===== src/rtcep_pkg.sv =====
`timescale 1ns / 1ps
// rtcep_pkg: shared types, constants and the month table for the rtc to epoch converter
// no dependencies; used by every module under src

package rtcep_pkg;

    // configuration register indexes
    localparam logic [0:0] REG_HAS_CENTURY = 1'd0;
    localparam logic [0:0] REG_PIVOT_YEAR  = 1'd1;

    localparam int CFG_INDEX_W = 1;
    localparam int CFG_DATA_W  = 12;

    localparam logic [11:0] PIVOT_RESET      = 12'd2014;
    localparam logic [11:0] PIVOT_BASE_RESET = 12'd2000;

    // status byte b and hour byte masks
    localparam logic [7:0] STB_BINARY_MASK = 8'h04;
    localparam logic [7:0] STB_24H_MASK    = 8'h02;
    localparam logic [7:0] HOUR_PM_MASK    = 8'h80;

    localparam logic [14:0] EPOCH_YEAR          = 15'd1970;
    localparam logic [8:0]  LEAPS_BEFORE_EPOCH  = 9'd477;
    localparam logic [16:0] SECS_PER_DAY        = 17'd86400;
    localparam logic [11:0] SECS_PER_HOUR       = 12'd3600;
    localparam logic [5:0]  SECS_PER_MIN        = 6'd60;
    localparam logic [8:0]  DAYS_PER_YEAR       = 9'd365;
    localparam logic [6:0]  YEARS_PER_CENTURY   = 7'd100;
    localparam logic [4:0]  HOURS_PER_DAY       = 5'd24;
    localparam logic [4:0]  PM_OFFSET           = 5'd12;

    // reciprocal multipliers for exact division by 100
    localparam logic [12:0] PIVOT_RECIP_100 = 13'd5243;   // 12-bit operand, shift 19
    localparam int          PIVOT_RECIP_SH  = 19;
    localparam logic [14:0] YEAR_RECIP_100  = 15'd20972;  // 15-bit operand, shift 21
    localparam int          YEAR_RECIP_SH   = 21;

    typedef struct packed {
        logic [7:0] second;
        logic [7:0] minute;
        logic [7:0] hour;
        logic [7:0] day;
        logic [7:0] month;
        logic [7:0] year;
        logic [7:0] century;
        logic [7:0] status_b;
    } raw_t;

    typedef struct packed {
        logic        has_century;
        logic [11:0] pivot_year;
        logic [11:0] pivot_base;   // pivot rounded down to a whole century
    } cfg_t;

    typedef struct packed {
        logic [7:0]  second;
        logic [7:0]  minute;
        logic [7:0]  hour;
        logic [7:0]  day;
        logic [7:0]  month;
        logic [14:0] full_year;
    } dec_t;

    typedef struct packed {
        dec_t        dec;
        logic        range_error;
        logic [23:0] days_p1;      // days since epoch plus one
        logic [19:0] time_of_day;  // hour, minute, second in seconds
    } days_t;

    // cumulative days before each month, index is month minus one
    function automatic logic [8:0] cum_days(input logic [3:0] idx);
        logic [8:0] d;
        case (idx)
            4'd0:    d = 9'd0;
            4'd1:    d = 9'd31;
            4'd2:    d = 9'd59;
            4'd3:    d = 9'd90;
            4'd4:    d = 9'd120;
            4'd5:    d = 9'd151;
            4'd6:    d = 9'd181;
            4'd7:    d = 9'd212;
            4'd8:    d = 9'd243;
            4'd9:    d = 9'd273;
            4'd10:   d = 9'd304;
            4'd11:   d = 9'd334;
            default: d = 9'd0;
        endcase
        return d;
    endfunction

endpackage


===== src/rtcep_decode.sv =====
`timescale 1ns / 1ps
// rtcep_decode: first pipeline stage, bcd decode, 12/24-hour fold and full year
// depends on rtcep_pkg

module rtcep_decode (
    input  logic             aclk,
    input  logic             aresetn,
    input  rtcep_pkg::cfg_t  cfg,
    input  logic             in_valid,
    output logic             in_ready,
    input  rtcep_pkg::raw_t  in_data,
    output logic             out_valid,
    input  logic             out_ready,
    output rtcep_pkg::dec_t  out_data
);

    function automatic logic [7:0] bcd8(input logic [7:0] v);
        return 8'(v[3:0]) + 8'(v[7:4]) * 8'd10;
    endfunction

    logic             valid_reg;
    rtcep_pkg::dec_t  data_reg;
    rtcep_pkg::dec_t  data_next;

    logic [7:0]  year2;
    logic [7:0]  cent;
    logic [7:0]  hr;
    logic [7:0]  pm_hr;
    logic [12:0] piv_year;

    always_comb begin
        data_next = data_reg;
        if ((in_data.status_b & rtcep_pkg::STB_BINARY_MASK) == 8'd0) begin
            data_next.second = bcd8(in_data.second);
            data_next.minute = bcd8(in_data.minute);
            data_next.day    = bcd8(in_data.day);
            data_next.month  = bcd8(in_data.month);
            year2            = bcd8(in_data.year);
            cent             = bcd8(in_data.century);
            // hour tens digit is bits 6..4, pm flag kept in bit 7
            hr = {in_data.hour[7],
                  7'(in_data.hour[3:0]) + 7'(in_data.hour[6:4]) * 7'd10};
        end else begin
            data_next.second = in_data.second;
            data_next.minute = in_data.minute;
            data_next.day    = in_data.day;
            data_next.month  = in_data.month;
            year2            = in_data.year;
            cent             = in_data.century;
            hr               = in_data.hour;
        end

        // pm fold: (h + 12) mod 24, value below 140
        pm_hr = 8'(hr[6:0]) + 8'(rtcep_pkg::PM_OFFSET);
        if (pm_hr >= 8'(rtcep_pkg::HOURS_PER_DAY) * 8'd4) begin
            pm_hr = pm_hr - 8'(rtcep_pkg::HOURS_PER_DAY) * 8'd4;
        end
        if (pm_hr >= 8'(rtcep_pkg::HOURS_PER_DAY) * 8'd2) begin
            pm_hr = pm_hr - 8'(rtcep_pkg::HOURS_PER_DAY) * 8'd2;
        end
        if (pm_hr >= 8'(rtcep_pkg::HOURS_PER_DAY)) begin
            pm_hr = pm_hr - 8'(rtcep_pkg::HOURS_PER_DAY);
        end
        if ((in_data.status_b & rtcep_pkg::STB_24H_MASK) == 8'd0 &&
            (hr & rtcep_pkg::HOUR_PM_MASK) != 8'd0) begin
            data_next.hour = pm_hr;
        end else begin
            data_next.hour = hr;
        end

        piv_year = 13'(cfg.pivot_base) + 13'(year2);
        if (piv_year < 13'(cfg.pivot_year)) begin
            piv_year = piv_year + 13'(rtcep_pkg::YEARS_PER_CENTURY);
        end
        if (cfg.has_century) begin
            data_next.full_year = 15'(year2)
                                + 15'(cent) * 15'(rtcep_pkg::YEARS_PER_CENTURY);
        end else begin
            data_next.full_year = 15'(piv_year);
        end
    end

    assign in_ready  = !valid_reg || out_ready;
    assign out_valid = valid_reg;
    assign out_data  = data_reg;

    always_ff @(posedge aclk) begin
        if (!aresetn) begin
            valid_reg <= 1'b0;
        end else if (in_ready) begin
            valid_reg <= in_valid;
        end
    end

    always_ff @(posedge aclk) begin
        if (in_ready && in_valid) begin
            data_reg <= data_next;
        end
    end

endmodule


===== src/rtcep_days.sv =====
`timescale 1ns / 1ps
// rtcep_days: three pipeline stages counting days since the epoch with leap days
// depends on rtcep_pkg

module rtcep_days (
    input  logic             aclk,
    input  logic             aresetn,
    input  logic             in_valid,
    output logic             in_ready,
    input  rtcep_pkg::dec_t  in_data,
    output logic             out_valid,
    input  logic             out_ready,
    output rtcep_pkg::days_t out_data
);

    typedef struct packed {
        rtcep_pkg::dec_t dec;
        logic            range_error;
        logic [8:0]      cent_q;       // year / 100
        logic [14:0]     years_since;  // year - 1970
        logic [8:0]      month_days;
        logic [19:0]     time_of_day;
    } sta_t;

    typedef struct packed {
        rtcep_pkg::dec_t dec;
        logic            range_error;
        logic [8:0]      cent_q;
        logic            cent_exact;   // year is a multiple of 100
        logic [23:0]     year_days;
        logic [12:0]     quads;        // (year - 1) / 4
        logic [8:0]      month_days;
        logic [19:0]     time_of_day;
    } stb_t;

    logic  va_reg, vb_reg, vc_reg;
    logic  rdy_a, rdy_b, rdy_c;
    sta_t  sta_reg, sta_next;
    stb_t  stb_reg, stb_next;
    rtcep_pkg::days_t stc_reg, stc_next;

    logic [29:0] q_prod;
    logic [8:0]  cent_p;   // (year - 1) / 100
    logic        leap;

    // stage a: range check, year / 100, month offset, time of day
    always_comb begin
        q_prod = 30'(in_data.full_year) * 30'(rtcep_pkg::YEAR_RECIP_100);
        sta_next.dec = in_data;
        sta_next.range_error = (in_data.month == 8'd0) || (in_data.month > 8'd12) ||
                               (in_data.full_year < rtcep_pkg::EPOCH_YEAR);
        sta_next.cent_q      = q_prod[rtcep_pkg::YEAR_RECIP_SH +: 9];
        sta_next.years_since = in_data.full_year - rtcep_pkg::EPOCH_YEAR;
        sta_next.month_days  = rtcep_pkg::cum_days(in_data.month[3:0] - 4'd1);
        sta_next.time_of_day = 20'(in_data.hour) * 20'(rtcep_pkg::SECS_PER_HOUR)
                             + 20'(in_data.minute) * 20'(rtcep_pkg::SECS_PER_MIN)
                             + 20'(in_data.second);
    end

    // stage b: days in whole years, (year - 1) / 4, century test
    always_comb begin
        stb_next.dec         = sta_reg.dec;
        stb_next.range_error = sta_reg.range_error;
        stb_next.cent_q      = sta_reg.cent_q;
        stb_next.cent_exact  = sta_reg.dec.full_year ==
                               15'(15'(sta_reg.cent_q) * 15'(rtcep_pkg::YEARS_PER_CENTURY));
        stb_next.year_days   = 24'(sta_reg.years_since) * 24'(rtcep_pkg::DAYS_PER_YEAR);
        stb_next.quads       = 13'((sta_reg.dec.full_year - 15'd1) >> 2);
        stb_next.month_days  = sta_reg.month_days;
        stb_next.time_of_day = sta_reg.time_of_day;
    end

    // stage c: leap days before the year, leap day of this year, day of month
    always_comb begin
        cent_p = stb_reg.cent_q - 9'(stb_reg.cent_exact);
        if (stb_reg.cent_exact) begin
            leap = stb_reg.cent_q[1:0] == 2'd0;
        end else begin
            leap = stb_reg.dec.full_year[1:0] == 2'd0;
        end
        stc_next.dec         = stb_reg.dec;
        stc_next.range_error = stb_reg.range_error;
        stc_next.time_of_day = stb_reg.time_of_day;
        stc_next.days_p1     = 24'(25'(stb_reg.year_days) + 25'(stb_reg.quads)
                             - 25'(cent_p) + 25'(cent_p >> 2)
                             - 25'(rtcep_pkg::LEAPS_BEFORE_EPOCH)
                             + 25'(stb_reg.month_days)
                             + 25'(leap && (stb_reg.dec.month > 8'd2))
                             + 25'(stb_reg.dec.day));
    end

    assign rdy_c     = !vc_reg || out_ready;
    assign rdy_b     = !vb_reg || rdy_c;
    assign rdy_a     = !va_reg || rdy_b;
    assign in_ready  = rdy_a;
    assign out_valid = vc_reg;
    assign out_data  = stc_reg;

    always_ff @(posedge aclk) begin
        if (!aresetn) begin
            va_reg <= 1'b0;
            vb_reg <= 1'b0;
            vc_reg <= 1'b0;
        end else begin
            if (rdy_a) begin
                va_reg <= in_valid;
            end
            if (rdy_b) begin
                vb_reg <= va_reg;
            end
            if (rdy_c) begin
                vc_reg <= vb_reg;
            end
        end
    end

    always_ff @(posedge aclk) begin
        if (rdy_a && in_valid) begin
            sta_reg <= sta_next;
        end
        if (rdy_b && va_reg) begin
            stb_reg <= stb_next;
        end
        if (rdy_c && vb_reg) begin
            stc_reg <= stc_next;
        end
    end

endmodule


===== src/rtcep_secs.sv =====
`timescale 1ns / 1ps
// rtcep_secs: two pipeline stages, day count to seconds, clamp and saturate
// depends on rtcep_pkg; its last stage is the block's output register

module rtcep_secs (
    input  logic             aclk,
    input  logic             aresetn,
    input  logic             in_valid,
    output logic             in_ready,
    input  rtcep_pkg::days_t in_data,
    output logic             out_valid,
    input  logic             out_ready,
    output logic [32:0]      out_epoch,
    output rtcep_pkg::dec_t  out_dec,
    output logic             out_error
);

    typedef struct packed {
        rtcep_pkg::dec_t dec;
        logic            range_error;
        logic [41:0]     total_p1;     // seconds plus one day
    } std_t;

    typedef struct packed {
        rtcep_pkg::dec_t dec;
        logic            range_error;
        logic [32:0]     epoch;
    } ste_t;

    logic  vd_reg, ve_reg;
    logic  rdy_d, rdy_e;
    std_t  std_reg, std_next;
    ste_t  ste_reg, ste_next;
    logic [41:0] diff;

    always_comb begin
        std_next.dec         = in_data.dec;
        std_next.range_error = in_data.range_error;
        std_next.total_p1    = 42'(in_data.days_p1) * 42'(rtcep_pkg::SECS_PER_DAY)
                             + 42'(in_data.time_of_day);
    end

    always_comb begin
        diff = std_reg.total_p1 - 42'(rtcep_pkg::SECS_PER_DAY);
        ste_next.dec         = std_reg.dec;
        ste_next.range_error = std_reg.range_error;
        if (std_reg.range_error ||
            std_reg.total_p1 < 42'(rtcep_pkg::SECS_PER_DAY)) begin
            ste_next.epoch = '0;
        end else if (diff[41:33] != 9'd0) begin
            ste_next.epoch = '1;
        end else begin
            ste_next.epoch = diff[32:0];
        end
    end

    assign rdy_e     = !ve_reg || out_ready;
    assign rdy_d     = !vd_reg || rdy_e;
    assign in_ready  = rdy_d;
    assign out_valid = ve_reg;
    assign out_epoch = ste_reg.epoch;
    assign out_dec   = ste_reg.dec;
    assign out_error = ste_reg.range_error;

    always_ff @(posedge aclk) begin
        if (!aresetn) begin
            vd_reg <= 1'b0;
            ve_reg <= 1'b0;
        end else begin
            if (rdy_d) begin
                vd_reg <= in_valid;
            end
            if (rdy_e) begin
                ve_reg <= vd_reg;
            end
        end
    end

    always_ff @(posedge aclk) begin
        if (rdy_d && in_valid) begin
            std_reg <= std_next;
        end
        if (rdy_e && vd_reg) begin
            ste_reg <= ste_next;
        end
    end

endmodule


===== src/rtc_fields_to_epoch_seconds.sv =====
`timescale 1ns / 1ps
// rtc_fields_to_epoch_seconds: top level, configuration registers and the six-stage pipeline
// depends on rtcep_pkg, rtcep_decode, rtcep_days, rtcep_secs
//
//  channel   direction  handshake          payload
//  s_        in         s_tvalid/s_tready  s_tdata[63:0]  raw rtc snapshot
//  m_        out        m_tvalid/m_tready  m_tdata[87:0]  decoded fields, m_tuser[0] error
//  cfg_      in         cfg_wr_en          cfg_index, cfg_wdata[11:0]
//
//  one transfer per cycle sustained while m_tready is held high; one register per stage
//  (decode, range/century, year days, leap days, seconds multiply, clamp/output)
//  each stage holds its own valid bit and takes new data whenever its successor
//  frees, so bubbles close up under an output stall and nothing is lost or repeated
//  synchronous active-low reset clears valid bits and the configuration registers

module rtc_fields_to_epoch_seconds (
    input  logic        aclk,
    input  logic        aresetn,

    // configuration write port
    input  logic                                cfg_wr_en,
    input  logic [rtcep_pkg::CFG_INDEX_W-1:0]   cfg_index,
    input  logic [rtcep_pkg::CFG_DATA_W-1:0]    cfg_wdata,

    // input snapshot
    input  logic        s_tvalid,
    output logic        s_tready,
    // lsb up: raw_second, raw_minute, raw_hour, raw_day, raw_month,
    //         raw_year, raw_century, status_b (8 bits each)
    input  logic [63:0] s_tdata,

    // result
    output logic        m_tvalid,
    input  logic        m_tready,
    // lsb up: epoch_seconds[33], out_second[8], out_minute[8], out_hour[8],
    //         out_day[8], out_month[8], full_year[15]
    output logic [87:0] m_tdata,
    // lsb up: range_error
    output logic [0:0]  m_tuser
);

    rtcep_pkg::cfg_t    cfg_reg;
    rtcep_pkg::raw_t    raw;
    rtcep_pkg::dec_t    dec_data;
    rtcep_pkg::days_t   days_data;
    rtcep_pkg::dec_t    out_dec;

    logic        dec_valid, dec_ready;
    logic        days_valid, days_ready;
    logic [32:0] out_epoch;
    logic        out_error;

    // pivot century base: pivot / 100 * 100 through a reciprocal multiply
    logic [24:0] piv_prod;
    logic [5:0]  piv_cent;

    assign piv_prod = 25'(cfg_wdata) * 25'(rtcep_pkg::PIVOT_RECIP_100);
    assign piv_cent = piv_prod[rtcep_pkg::PIVOT_RECIP_SH +: 6];

    always_ff @(posedge aclk) begin
        if (!aresetn) begin
            cfg_reg.has_century <= 1'b0;
            cfg_reg.pivot_year  <= rtcep_pkg::PIVOT_RESET;
            cfg_reg.pivot_base  <= rtcep_pkg::PIVOT_BASE_RESET;
        end else if (cfg_wr_en) begin
            unique case (cfg_index)
                rtcep_pkg::REG_HAS_CENTURY: begin
                    cfg_reg.has_century <= cfg_wdata[0];
                end
                rtcep_pkg::REG_PIVOT_YEAR: begin
                    cfg_reg.pivot_year <= cfg_wdata;
                    cfg_reg.pivot_base <= 12'(13'(piv_cent)
                                        * 13'(rtcep_pkg::YEARS_PER_CENTURY));
                end
                default: begin
                end
            endcase
        end
    end

    // unpack the snapshot, lowest field first
    assign raw.second   = s_tdata[7:0];
    assign raw.minute   = s_tdata[15:8];
    assign raw.hour     = s_tdata[23:16];
    assign raw.day      = s_tdata[31:24];
    assign raw.month    = s_tdata[39:32];
    assign raw.year     = s_tdata[47:40];
    assign raw.century  = s_tdata[55:48];
    assign raw.status_b = s_tdata[63:56];

    // stage 1
    rtcep_decode u_decode (
        .aclk      (aclk),
        .aresetn   (aresetn),
        .cfg       (cfg_reg),
        .in_valid  (s_tvalid),
        .in_ready  (s_tready),
        .in_data   (raw),
        .out_valid (dec_valid),
        .out_ready (dec_ready),
        .out_data  (dec_data)
    );

    // stages 2 to 4
    rtcep_days u_days (
        .aclk      (aclk),
        .aresetn   (aresetn),
        .in_valid  (dec_valid),
        .in_ready  (dec_ready),
        .in_data   (dec_data),
        .out_valid (days_valid),
        .out_ready (days_ready),
        .out_data  (days_data)
    );

    // stages 5 and 6, the last one drives the result channel
    rtcep_secs u_secs (
        .aclk      (aclk),
        .aresetn   (aresetn),
        .in_valid  (days_valid),
        .in_ready  (days_ready),
        .in_data   (days_data),
        .out_valid (m_tvalid),
        .out_ready (m_tready),
        .out_epoch (out_epoch),
        .out_dec   (out_dec),
        .out_error (out_error)
    );

    assign m_tdata = {out_dec.full_year, out_dec.month, out_dec.day, out_dec.hour,
                      out_dec.minute, out_dec.second, out_epoch};
    assign m_tuser = out_error;

endmodule

===== config.mk =====
export PLATFORM = sky130hd
export DESIGN_NAME = rtc_fields_to_epoch_seconds
export DESIGN_NICKNAME = d
export VERILOG_FILES = /design/src/rtcep_pkg.sv /design/src/rtcep_decode.sv /design/src/rtcep_days.sv /design/src/rtcep_secs.sv /design/src/rtc_fields_to_epoch_seconds.sv
export SDC_FILE = /design/constraint.sdc
export NUM_CORES = 2
export LEC_CHECK = 0
export ABC_AREA = 0
export BUFFER_PORTS_ARGS = -buffer_cell sky130_fd_sc_hd__buf_2
export CORE_UTILIZATION = 64
export DETAILED_ROUTE_END_ITERATION = 10
export GPL_TIMING_DRIVEN = 0
export PLACE_DENSITY = 0.86
export SLEW_MARGIN = 20
export SYNTH_ARGS = -nofsm -noshare
export SYNTH_HDL_FRONTEND = slang
export SYNTH_SLANG_ARGS = --single-unit

===== constraint.sdc =====
create_clock -name aclk -period 14.1 [get_ports aclk]
set_input_delay 1.41 -clock aclk [delete_from_list [all_inputs] [get_ports aclk]]
set_output_delay 1.41 -clock aclk [all_outputs]
set_load 0.01 [all_outputs]

==> results.py <==
metrics = {
    "outcome": {
        "outcome": "complete, no violations",
    },
    "sta": {
        "rsz0062_at_grt": "no",
        "period_minus_slack_ps": 8100,
        "slew_viol_final": 0,
        "setup_viol": 0,
        "skew_ps": 42.3,
        "clock.fmax_mhz": 124,
        "hold_viol": 0,
        "tightest_slew_ps": 1020,
        "period_share_pct": 57.4,
        "relSlewSlack_pct": 31.7,
    },
    "cells_and_area": {
        "final_net_count": 5023,
        "largest_register_ffs": 129,
        "multi_input_area_um2": 23700,
        "fill_cells": 4366,
        "drive_gt1_share_pct": 8.37,
        "syn_to_final_growth_pct": 10.3,
        "seqCellArea_um2": 17800,
        "stdcell_count": 4894,
    },
    "cts": {
        "cts_hold_buf": 0,
        "ctsLongestPathBuffers": 3,
        "path_clk_slew_ps": 60,
        "post-cts-setup-buffers": 0,
        "cts_inserted_buffers": 59,
        "cts-root-buf": "clkbuf_16",
        "clkSinkCount": 602,
        "cts_resized": 0,
        "htreeDepth": 2,
        "worstSkewPairLatency_ps": 650,
        "cts_tree": "yes",
    },
    "job": {
        "drv_cap": 0,
    },
    "yosys": {
        "avgSynthCellArea_um2": 11.9,
        "ys_seq_elements": 602,
        "synthesis.area_um2": 44200,
        "ys_warn_count": 0,
        "yosysSeqAreaShare_pct": 40.3,
        "synthArstFlopShare_pct": 0,
        "syn_nets": 4772,
        "synthDistinctLibCells": 83,
        "synthCells": 3719,
        "synth_enable_flop_cells": 573,
        "synth_top_flop_cell": "edfxtp_1",
    },
    "floorplan": {
        "core_um2": 67800,
        "rows": 95,
        "initial_core_util_pct": 65.2,
        "die-area_um2": 70100,
        "die_h_um": 265,
        "fp.dieW_um": 265,
        "ioPinCount": 173,
    },
    "global_routing": {
        "grt_max_degree": 33,
        "overflow": 0,
        "grt_pass1_vias": 28840,
        "antenna_found_initial": 12,
        "grtUsageTotal_pct": 26.2,
        "grt_pass1_wl_um": 144000,
    },
    "place": {
        "place.detailed.hpwl_um": 70900,
        "place_inst": 4782,
        "gp_congestion": 0.969,
        "place.port_buffers": 165,
    },
    "detailed_routing": {
        "vias_per_cell": 5.71,
        "initialDrtViolationCount": 1791,
        "wl_um": 89800,
        "vias": 27921,
        "drc_errors": 0,
        "drtPass1Iterations": 7,
        "avgRoutedWirePerCell_um": 18.4,
        "drtAntennaViolNets": 0,
    },
    "hold_path": {
        "min_from": "u_days.out_data[5]",
        "hold_path.class": "flip-flop to flip-flop",
    },
    "worst_setup_path": {
        "crit_fanout": 5,
        "cp_data_arrival_time_ps": 8630,
        "cp-startpoint": "cfg_wdata[6]",
        "worst_setup_path_start_kind": "primary input",
        "endpoint_kind": "flip-flop",
        "rrSetupSlack_ps": 7560,
        "r2r_start": "u_days.stb_reg[66]",
        "path_class": "primary input to flip-flop",
        "crit_required_ps": 14640,
    },
}
[kinds of logic (layout without fill, tap and decap cells)]
logic type	Yosys count	count (layout)	share of synthesized area, %
adder cells (fa/ha/maj)	971	971	32.6
buffers and inverters	718	1015	6.13
flip-flops	602	602	40.3
AO/OA/AOI/OAI	568	568	8.38
AND/OR/NAND/NOR	528	528	5.91
XOR/XNOR	308	308	6.13
multiplexers	24	24	0.572
other	0	5	0
[critical path, cell delays in order]
cell       delay [ps]
buf_2             180
inv_1             110
fa_1              590
fa_1              440
fa_1              510
inv_1              60
fa_1              530
inv_1              50
fa_1              520
inv_1              40
ha_1              290
nand4_1           160
nor2_1            150
nand2_1            70
o221ai_1          420
a2111oi_0         210
o41ai_1           610
a21oi_1           160
xnor2_1           330
ha_1              300
inv_1              60
ha_1              220
ha_1              290
ha_1              330
a21oi_1           190
xnor2_1           150
o21ai_0            80
and2_1            150
[Yosys cell counts, types with 16 or more instances]
cell      number  share of area (%)
o21bai_1      29               0.49
o21a_1        20               0.34
a21o_1        75                1.3
nand2_1      164                1.4
edfxtp_1     573                 39
xnor2_1      201                4.0
a21oi_1      174                2.0
nand3_1       36               0.41
xor2_1       106                2.1
inv_1        678                5.8
nand2b_1      24               0.34
nor2_1       104               0.88
or3_1         16               0.23
nor3_1        48               0.54
dfxtp_1       29                1.3
fa_1         300                 14
nand4_1       16               0.23
a211oi_1      16               0.27
ha_1         671                 19
o21ai_0      111                1.3
clkbuf_1      33               0.28
nor2b_1       39               0.55
o211ai_1      25               0.42
[stage by stage]
step | TNS, ps | instance area [µm²] | utilization [%] | hold WS, ps | setup slack [ps]
floorplan | 0 | 44200 | - | 400 | 3720
global placement | -3860 | 46100 | 68.0 | 400 | -51.6
detailed placement | 0 | 46800 | 69.0 | 405 | 5360
CTS | 0 | 48700 | 71.9 | 403 | 6000
global route | 0 | 48700 | 71.9 | 414 | 5610
finish | 0 | 48700 | 71.9 | 409 | 6000
[final timing paths]
kind,end,cells after the start
min,u_secs.std_reg[5],0
min reg2reg,u_secs.std_reg[5],0
max,cfg_reg[11],28
max reg2reg,u_days.out_data[43],24
[cell usage in the layout (no fill, tap or decap), types with 14 or more instances in the layout]
master | synthesis | final
a21oi_1 | 174 | 174
or3_1 | 16 | 16
o21bai_1 | 29 | 29
inv_1 | 678 | 678
a21o_1 | 75 | 75
a211oi_1 | 16 | 16
xor2_1 | 106 | 106
fa_1 | 300 | 300
nand2b_1 | 24 | 24
o21ai_0 | 111 | 111
nor2b_1 | 39 | 36
nand2_1 | 164 | 164
buf_16 | 0 | 17
mux2i_1 | 14 | 14
nand4_1 | 16 | 16
o21a_1 | 20 | 20
and3_1 | 14 | 14
ha_1 | 671 | 671
dfxtp_1 | 29 | 29
clkbuf_16 | 0 | 60
clkbuf_1 | 33 | 40
buf_2 | 4 | 169
nand3_1 | 36 | 36
edfxtp_1 | 573 | 573
nor3_1 | 48 | 48
o211ai_1 | 25 | 25
xnor2_1 | 201 | 201
nor2_1 | 104 | 104
o31ai_1 | 14 | 14
[layer usage]
metal | track usage, % | share of wire, %
met1 | 31.8 | 40
met2 | 45.7 | 50
met3 | 4.95 | 6.3
met4 | 10.8 | 4.2
met5 | 0 | 0.089
[area by class of cell]
| cell class | count | area share [%] |
|---|---|---|
| multi-input cells | 2399 | 48.7 |
| flip-flops and latches | 602 | 36.5 |
| inverters | 679 | 5.23 |
| clock buffers | 69 | 3.15 |
| repair buffers | 190 | 2.97 |
| well taps | 873 | 2.24 |
| clock inverters | 38 | 0.799 |
| plain buffers | 39 | 0.331 |
| diodes | 5 | 0.0257 |
Power is left out: the tool's default activity adds up to more than one toggle a clock period on the data nets, which glitch-free logic cannot reach.
